[src/design/tcrq_pkg.sv]
package tcrq_pkg;

  localparam int unsigned DEPTH_DEF = 1024;
  localparam int unsigned CHAR_W    = 8;
  localparam int unsigned ENTRY_W   = CHAR_W + 1;
  localparam int unsigned CNT_W     = 11;
  localparam int unsigned OP_W      = 3;

  typedef enum logic [OP_W-1:0] {
    OP_PUT   = 3'd0,
    OP_GET   = 3'd1,
    OP_UNPUT = 3'd2,
    OP_FLUSH = 3'd3,
    OP_SCAN  = 3'd4,
    OP_PEEK  = 3'd5
  } op_e;

  typedef struct packed {
    logic [OP_W-1:0]   opcode;
    logic [CHAR_W-1:0] char_in;
    logic              quote_in;
    logic [CNT_W-1:0]  amount;
    logic [CHAR_W-1:0] stop_mask;
    logic              stop_on_quote;
  } req_t;

  typedef struct packed {
    logic [CHAR_W-1:0] char_out;
    logic              quote_out;
    logic              ok;
    logic [CNT_W-1:0]  count_out;
    logic [CNT_W-1:0]  level;
  } res_t;

endpackage

[src/design/tcrq_ctrl.sv]
module tcrq_ctrl #(
  parameter int unsigned DEPTH = tcrq_pkg::DEPTH_DEF,
  parameter int unsigned AW    = $clog2(DEPTH)
) (
  input  logic                         clk_i,
  input  logic                         rst_ni,
  input  logic                         quote_en_i,
  input  logic                         req_valid_i,
  output logic                         req_ready_o,
  input  tcrq_pkg::req_t               req_i,
  output logic                         res_valid_o,
  input  logic                         res_take_i,
  output tcrq_pkg::res_t               res_o,
  output logic                         mem_we_o,
  output logic [AW-1:0]                mem_waddr_o,
  output logic [tcrq_pkg::ENTRY_W-1:0] mem_wdata_o,
  output logic                         mem_re_o,
  output logic [AW-1:0]                mem_raddr_o,
  input  logic [tcrq_pkg::ENTRY_W-1:0] mem_rdata_i
);
  import tcrq_pkg::*;

  localparam int unsigned CW = $clog2(DEPTH + 1);
  localparam int unsigned SW = AW + 1;
  localparam int unsigned WW = (CW > CNT_W) ? CW : CNT_W;

  typedef enum logic [3:0] {
    S_IDLE = 4'b0001,
    S_READ = 4'b0010,
    S_SCAN = 4'b0100,
    S_DONE = 4'b1000
  } state_e;

  state_e            state_q, state_d;
  logic [AW-1:0]     head_q, head_d;
  logic [AW-1:0]     tail_q, tail_d;
  logic [CW-1:0]     fill_q, fill_d;
  logic [AW-1:0]     pos_q, pos_d;
  logic [CW-1:0]     left_q, left_d;
  logic [CW-1:0]     cnt_q, cnt_d;
  logic [CHAR_W-1:0] mask_q, mask_d;
  logic              sq_q, sq_d;
  res_t              res_q, res_d;

  logic [SW-1:0]     add_a, add_b, add_s;
  logic [AW-1:0]     add_w;
  logic [CW-1:0]     flush_cnt;
  logic [AW-1:0]     tail_dec;
  logic              fill_zero;
  logic              fill_full;
  logic              peek_in;

  assign fill_zero = (fill_q == '0);
  assign fill_full = (fill_q == CW'(DEPTH));
  assign peek_in   = (WW'(req_i.amount) < WW'(fill_q));
  assign flush_cnt = (WW'(req_i.amount) < WW'(fill_q)) ? CW'(req_i.amount) : fill_q;
  assign tail_dec  = (tail_q == '0) ? AW'(DEPTH - 1) : tail_q - 1'b1;

  // Shared index adder with a single wrap correction.
  always_comb begin
    add_a = SW'(head_q);
    add_b = SW'(1);
    if (state_q == S_SCAN) begin
      add_a = SW'(pos_q);
    end else begin
      case (req_i.opcode)
        OP_PUT: begin
          add_a = fill_zero ? '0 : SW'(tail_q);
        end
        OP_FLUSH: begin
          add_b = SW'(flush_cnt);
        end
        OP_PEEK: begin
          add_b = SW'(req_i.amount);
        end
        default: begin
          add_b = SW'(1);
        end
      endcase
    end
  end

  assign add_s = add_a + add_b;
  assign add_w = (add_s >= SW'(DEPTH)) ? AW'(add_s - SW'(DEPTH)) : AW'(add_s);

  always_comb begin
    state_d     = state_q;
    head_d      = head_q;
    tail_d      = tail_q;
    fill_d      = fill_q;
    pos_d       = pos_q;
    left_d      = left_q;
    cnt_d       = cnt_q;
    mask_d      = mask_q;
    sq_d        = sq_q;
    res_d       = res_q;
    mem_we_o    = 1'b0;
    mem_waddr_o = fill_zero ? '0 : tail_q;
    mem_wdata_o = {req_i.quote_in & quote_en_i, req_i.char_in};
    mem_re_o    = 1'b0;
    mem_raddr_o = head_q;
    case (state_q)
      S_IDLE: begin
        if (req_valid_i) begin
          res_d   = '0;
          state_d = S_DONE;
          case (req_i.opcode)
            OP_PUT: begin
              if (!fill_full) begin
                mem_we_o = 1'b1;
                tail_d   = add_w;
                fill_d   = fill_q + 1'b1;
                if (fill_zero) begin
                  head_d = '0;
                end
                res_d.ok = 1'b1;
              end
            end
            OP_GET: begin
              if (!fill_zero) begin
                mem_re_o = 1'b1;
                head_d   = add_w;
                fill_d   = fill_q - 1'b1;
                state_d  = S_READ;
              end
            end
            OP_UNPUT: begin
              if (!fill_zero) begin
                mem_re_o    = 1'b1;
                mem_raddr_o = tail_dec;
                tail_d      = tail_dec;
                fill_d      = fill_q - 1'b1;
                state_d     = S_READ;
              end
            end
            OP_FLUSH: begin
              head_d          = add_w;
              fill_d          = fill_q - flush_cnt;
              res_d.ok        = 1'b1;
              res_d.count_out = CNT_W'(flush_cnt);
            end
            OP_SCAN: begin
              res_d.ok = 1'b1;
              if (!fill_zero) begin
                mem_re_o = 1'b1;
                pos_d    = head_q;
                left_d   = fill_q;
                cnt_d    = '0;
                mask_d   = req_i.stop_mask;
                sq_d     = req_i.stop_on_quote;
                state_d  = S_SCAN;
              end
            end
            OP_PEEK: begin
              if (peek_in) begin
                mem_re_o    = 1'b1;
                mem_raddr_o = add_w;
                state_d     = S_READ;
              end
            end
            default: begin
              res_d.ok = 1'b0;
            end
          endcase
        end
      end
      S_READ: begin
        res_d.char_out  = mem_rdata_i[CHAR_W-1:0];
        res_d.quote_out = mem_rdata_i[CHAR_W] & quote_en_i;
        res_d.ok        = 1'b1;
        state_d         = S_DONE;
      end
      S_SCAN: begin
        if (((mem_rdata_i[CHAR_W-1:0] & mask_q) != '0) ||
            (sq_q && mem_rdata_i[CHAR_W] && quote_en_i)) begin
          state_d = S_DONE;
        end else begin
          cnt_d           = cnt_q + 1'b1;
          left_d          = left_q - 1'b1;
          res_d.count_out = CNT_W'(cnt_d);
          if ((left_q == CW'(1)) || (pos_q == AW'(DEPTH - 1))) begin
            state_d = S_DONE;
          end else begin
            pos_d       = add_w;
            mem_re_o    = 1'b1;
            mem_raddr_o = add_w;
          end
        end
      end
      S_DONE: begin
        if (res_take_i) begin
          state_d = S_IDLE;
        end
      end
      default: begin
        state_d = S_IDLE;
      end
    endcase
    if (fill_d == '0) begin
      head_d = '0;
      tail_d = '0;
    end
  end

  always_ff @(posedge clk_i or negedge rst_ni) begin
    if (!rst_ni) begin
      state_q <= S_IDLE;
      head_q  <= '0;
      tail_q  <= '0;
      fill_q  <= '0;
    end else begin
      state_q <= state_d;
      head_q  <= head_d;
      tail_q  <= tail_d;
      fill_q  <= fill_d;
    end
  end

  always_ff @(posedge clk_i) begin
    pos_q  <= pos_d;
    left_q <= left_d;
    cnt_q  <= cnt_d;
    mask_q <= mask_d;
    sq_q   <= sq_d;
    res_q  <= res_d;
  end

  assign req_ready_o = (state_q == S_IDLE);
  assign res_valid_o = (state_q == S_DONE);

  always_comb begin
    res_o       = res_q;
    res_o.level = CNT_W'(fill_q);
  end

  a_empty_home: assert property (@(posedge clk_i) disable iff (!rst_ni)
    fill_q == '0 |-> head_q == '0 && tail_q == '0)
    else $error("empty queue with nonzero index");

  a_fill_bound: assert property (@(posedge clk_i) disable iff (!rst_ni)
    fill_q <= CW'(DEPTH))
    else $error("fill above depth");

  a_scan_left: assert property (@(posedge clk_i) disable iff (!rst_ni)
    state_q == S_SCAN |-> left_q != '0 && $stable(fill_q))
    else $error("scan walked past the data or state moved");

  a_full_put: assert property (@(posedge clk_i) disable iff (!rst_ni)
    state_q == S_IDLE && req_valid_i && req_i.opcode == OP_PUT && fill_full
    |=> fill_q == CW'(DEPTH) && !res_q.ok)
    else $error("put on full queue changed state");

endmodule

[config.mk]
export PLATFORM = sky130hd
export DESIGN_NAME = tcrq_ctrl
export DESIGN_NICKNAME = d
export VERILOG_FILES = /design/src/design/tcrq_pkg.sv /design/src/design/tcrq_ctrl.sv
export SDC_FILE = /design/constraint.sdc
export NUM_CORES = 1
export LEC_CHECK = 0
export ABC_AREA = 1
export BUFFER_PORTS_ARGS = -buffer_cell sky130_fd_sc_hd__buf_2
export CORE_ASPECT_RATIO = 0.75
export CORE_UTILIZATION = 55
export CTS_BUF_LIST = sky130_fd_sc_hd__clkbuf_8
export CTS_CLUSTER_SIZE = 25
export DETAILED_ROUTE_END_ITERATION = 10
export PLACE_DENSITY = 0.88
export SETUP_SLACK_MARGIN = 0.05
export SLEW_MARGIN = 20
export SYNTH_ARGS = -nofsm -noshare
export SYNTH_HDL_FRONTEND = slang
export SYNTH_SLANG_ARGS = --single-unit
[constraint.sdc]
create_clock -name clk_i -period 7.5 [get_ports clk_i]
set_input_delay 1.875 -clock clk_i [delete_from_list [all_inputs] [get_ports clk_i]]
set_output_delay 1.875 -clock clk_i [all_outputs]
set_load 0.005 [all_outputs]
Word-level counts from Yosys, hierarchy flattened

Cells that the tools add are included.

Output and inout bits: 65
Input bits: 46
Flip-flop bits (word level): 97

Reduce and logical (&&, ||, !) cells: 26
Bitwise gates (word level): 4
Eq/ne operators: 23
Multiplexer cells: 75
$lt $le $gt $ge: 2
Add/sub/neg operators: 8

Operator list:

| cell                    | number |
|---|---|
| $mux W10                | 27 |
| $mux W11                | 15 |
| $pmux W10 S2            | 5 |
| $pmux W11 S2            | 4 |
| $pmux W11 S3            | 1 |
| $mux W32                | 1 |
| $pmux W10 S3            | 1 |
| $mux W4                 | 7 |
| $add A11 B1 Y11 const B | 2 |
| $logic_not A11 Y1       | 2 |
| $sub A11 B1 Y11 const B | 2 |
| $sub A10 B1 Y10 const B | 2 |
| $pmux W4 S4             | 1 |
| $ne A3 B3 Y1 const B    | 4 |
| $pmux W4 S3             | 1 |
| $reduce_and A6 Y1       | 2 |
| $add A10 B11 Y11        | 1 |
| $eq A11 B1 Y1 const B   | 1 |
| $eq A11 B11 Y1 const B  | 1 |
| $ge A11 B11 Y1 const B  | 1 |
| $lt A11 B11 Y1          | 1 |
| $sub A11 B11 Y11        | 1 |
| $eq A10 B10 Y1 const B  | 1 |
| $logic_not A10 Y1       | 1 |
| other kinds (28)        | 53 |

Longest topological paths before layout

Depth after elaboration: 12
Gate-level depth with buffers: 32
Depth with buffers taken out: 28

Worst setup path after synthesis

OpenSTA, ideal clock, no wires.

Path type: input-to-output
Start point: input req_i[11] in the netlist's numbering
End point: output mem_raddr_o[8]
Stages: 20
Data required time: 5625 ps
Slack: 942 ps
Arrival: 4683 ps
Buffers on the path: 2
Path through: ha_1 > a21oi_1 > nand2_1 > nand3_1 > nand3_1 > buf_2 > buf_2 > nand2_1 > o21ai_0 > nand2_1 > o221ai_1 > ha_1 > fa_1 > nand3_1 > nand2_1 > inv_1 > o211ai_1 > xor2_1 > a21oi_1 > o221ai_1

Longest elaborated chain between the ends: 11
Elaborated cells on any way between the ends: 14
Those cells by class: add/sub: 2; order compare: 2; mux: 10

Ends and longest elaborated chain:

| element                                           | RTL line                         | text |
|---|---|---|
| start, declared                                   | tcrq_ctrl.sv:10                  | `input tcrq_pkg::req_t req_i,` |
| $lt A11 B11 Y1                                    | tcrq_ctrl.sv:55, tcrq_ctrl.sv:56 |  |
| $mux W11                                          | tcrq_ctrl.sv:56                  | `assign flush_cnt = (WW'(req_i.amount) < WW'(fill_q)) ? CW'(req_i.amount) : fill_q;` |
| $pmux W11 S2                                      | tcrq_ctrl.sv:66                  | `case (req_i.opcode)` |
| $mux W11                                          | tcrq_ctrl.sv:63                  | `if (state_q == S_SCAN) begin` |
| $add A10 B11 Y11                                  | tcrq_ctrl.sv:83                  | `assign add_s = add_a + add_b;` |
| $sub A10 B1 Y10 or $ge A11 B11 Y1 (tied branches) | tcrq_ctrl.sv:84                  | `assign add_w = (add_s >= SW'(DEPTH)) ? AW'(add_s - SW'(DEPTH)) : AW'(add_s);` |
| $mux W10                                          | tcrq_ctrl.sv:84                  |  |
| $mux W10                                          | tcrq_ctrl.sv:155                 | `if (peek_in) begin` |
| $pmux W10 S2                                      | tcrq_ctrl.sv:107                 | `case (req_i.opcode)` |
| $mux W10                                          | tcrq_ctrl.sv:104                 | `if (req_valid_i) begin` |
| $pmux W10 S2 (*)                                  | tcrq_ctrl.sv:102                 | `case (state_q)` |
| end, declared                                     | tcrq_ctrl.sv:18                  | `output logic [AW-1:0] mem_raddr_o,` |

Every way passes the cells marked *; elsewhere a longest branch is shown, timed or not.

Final worst setup path

Start point: input req_i[19] in the netlist's numbering
End point: output mem_raddr_o[5]

Same word-level chain as after synthesis.

==> reports/results.tsv <==
metric	value	unit
outcome	finished, violations left	
failed_checks	design-rule violations	
fin_nets	1263	
insertion_delay	0.39	ns
rows	37	
worst_pin_slew	0.994	ns
clock-root-buffer	clkbuf_8	
utilization	62.1	%
io_buffers	94	
crit_type	input port to output port	
rsz0062_at_grt	no	
synth_nets	1180	
cpMaxStageDelayCell	ha_1	
dieArea	14600	um^2
wl_per_cell	17.4	um
layout_common_cells	280 x nand2_1, 150 x inv_1, 120 x nor2_1, 94 x buf_2, 78 x nand3_1	
cts_sinks	97	
globalRouteTotalUtil	32.7	%
cts_tree	built	
r2r_slack	2.78	ns
synth_ff_type	edfxtp_1	
cp-start-kind	input port	
area_growth	10.0	%
end_kind	output port	
worstPathMaxFanout	14	
drive_above_1_share	15.7	%
totalWireLength	23700	um
n_antenna_cell	0	
period_minus_slack	7.22	ns
slew_headroom	33.8	%
fin_area	8530	um^2
synth_seq_cells	97	
core	13700	um^2
cpMostUsedCell	nand2_1	
fillCellCount	1274	
seq_area_frac_synth	35.3	%
required	5.62	ns
via_per_inst	5.85	
synth_edf_count	62	
place.detailed.hpwl	18100	um
finalCritPeriodShare	96.2	%
drv_slew	0	
start_util	56.4	%
antenna_found_initial	0	
antenna_left	0	
path_cells	buf_2 > ha_1 > nand2_1 > nor2_1 > nand3_1 > nand3_4 > nand2_1 > o21ai_1 > or2_2 > nand2_1 > ha_1 > a21oi_1 > nand2_1 > nand2_1 > nand2_1 > a21oi_1 > or2_2 > nand2_1 > o21ai_0 > nand2_1 > o2111ai_1 > buf_2	
fp.dieW	139	um
route.vias.total	7955	
multi_input_area	4180	um^2
postPlaceCellArea	8330	um^2
skew	0.0175	ns
synthArstFlopShare	36.1	%
cts_buffer_depth	2	
setup_viol	0	
synth_cell_types	56	
grt_pass1_wl	36700	um
final_common_cell	nand2_1	
grt_pass1_vias	7027	
synth.cell_area	7750	um^2
gp_congestion	1.01	
syn_inst	1097	
tns	0	ns
synth_area_per_cell	7.07	um^2
route.detailed.drc	8	
h-tree-depth	3	
cap_violations	0	
ys_warn_count	0	
crit_buf_inv	2	
max_stage_delay	0.33	ns
peakVddDrop	0.000177	V
first_iter_violations	988	
pin_count	111	
grt_max_degree	56	
fmax	139	MHz
ctsHoldBuffers	0	
hold_path_class	flip-flop to flip-flop	
cts-buffers-inserted	9	
cp_top_family	simple AND/OR/NAND/NOR gates	
die_y	105	um
drtPass1Iterations	10	
hold_viol	0	
seq_area	2740	um^2
critPathArrivalTime	5.34	ns
p_per_area	396	nW/um^2
leakagePower	4.15	nW
overflow	0	
clk_pin_slew_worst_paths	0.11	ns
[per-layer routing]
layer	GRT usage, %	wire, um	up-vias
met4	11.9	668	0
li1	-	-	3772
met1	47.4	10200	3627
met5	0	0	-
met3	9.35	3260	54
met2	46.0	9580	502
[through the flow]
stage	hold slack [ns]	std cells	total power [W]	setup slack [ns]
2_1_floorplan	0.516	1097	0.00229	0.942
3_3_place_gp	0.540	1344	0.00292	0.136
3_5_place_dp	0.559	1344	0.00296	0.117
4_1_cts	0.579	1360	0.00330	0.0905
5_1_grt	0.627	1360	0.00364	0.0247
6_report	0.596	1360	0.00338	0.283
[worst paths after layout]
path	start	end	cells past startpoint
min in group asynchronous	rst_ni	tail_q[1]	1
min	tail_q[1]	tail_q[1]	2
max reg2reg	fill_q[10]	tail_q[5]	25
min reg2reg	tail_q[1]	tail_q[1]	2
max	req_i[19]	mem_raddr_o[5]	22
max in group asynchronous	rst_ni	fill_q[6]	1
[synthesized netlist by cell type, types with 4 or more instances]
master | n | area share, %
dfrtp_1 | 34 | 11
or2_2 | 7 | 0.56
o22ai_1 | 12 | 0.97
nor3_1 | 14 | 0.90
buf_4 | 11 | 1.1
nand3_1 | 80 | 5.2
clkinv_1 | 4 | 0.19
o2111ai_1 | 6 | 0.68
nand4_1 | 17 | 1.4
inv_1 | 150 | 7.3
nor2_2 | 18 | 1.5
inv_2 | 12 | 0.58
nor2_1 | 120 | 5.8
nand2_1 | 280 | 14
a31oi_1 | 6 | 0.48
o31ai_1 | 4 | 0.39
edfxtp_1 | 62 | 24
a21oi_1 | 40 | 2.6
nand2_2 | 4 | 0.32
nor4_1 | 6 | 0.48
nand3_2 | 5 | 0.65
ha_1 | 35 | 5.6
clkbuf_1 | 15 | 0.73
o21bai_1 | 8 | 0.77
xor2_1 | 12 | 1.4
o211ai_1 | 5 | 0.48
o21ai_0 | 78 | 5.0
xnor2_1 | 7 | 0.79
[final cells by class]
type	count	share of cell area (%)
tap	175	2.57
clock inverter	7	0.704
inverter	168	7.48
multi-input combinational	797	49.0
sequential	97	32.1
timing repair buffer	107	6.66
clock buffer	9	1.45
[power breakdown]
| group | total (W) | internal (W) | switching [W] |
|---|---|---|---|
| registers | 0.00101 | 0.000798 | 0.000214 |
| logic | 0.00203 | 0.000712 | 0.00132 |
| clock network | 0.000341 | 0.000128 | 0.000213 |
| total | 0.00338 | 0.00164 | 0.00174 |
[repair_timing]
action                                  4_1_cts  5_1_grt
gates resized for setup                       0        4
hold endpoints to repair                      0        0
endpoints found under the setup margin        0        7
setup buffers                                 0        0
[sequential cells by signal, summed over array words and instances (netlist names)]
signal / flops
left_q: 11
res_o: 21
head_q: 10
state_q: 4
fill_q: 11
tail_q: 10
mask_q: 8
cnt_q: 11
pos_q: 10
sq_q: 1
[cells by family after synthesis]
kind of cell / synth area share (%)
and+or+nand+nor: 32.0
buffers and inverters: 11.0
AOI/OAI and AO/OA: 13.4
DFF: 35.3
adders and majority gates: 6.16
xor gates and xnor gates: 2.15
[worst reg2reg max path: stages (launching register included)]
cell and delay (ns):
dfrtp_1 0.69, inv_1 0.30, ha_1 0.38, nand2_1 0.09, nor2_1 0.19, nand3_1 0.25, nand3_4 0.22, nand2_1 0.08
o21ai_0 0.13, ha_1 0.20, inv_1 0.10, fa_1 0.43, nand2_1 0.11, nand2_1 0.09, nand3_1 0.10, nand3_1 0.08
nand3_1 0.12, nand2_1 0.08, o21bai_2 0.16, nand2_1 0.07, inv_1 0.05, nand2_1 0.06, nor2_2 0.13, nand3_2 0.14
inv_4 0.27, nor2_1 0.09
Note: power is estimated with default switching activity, not from simulation.
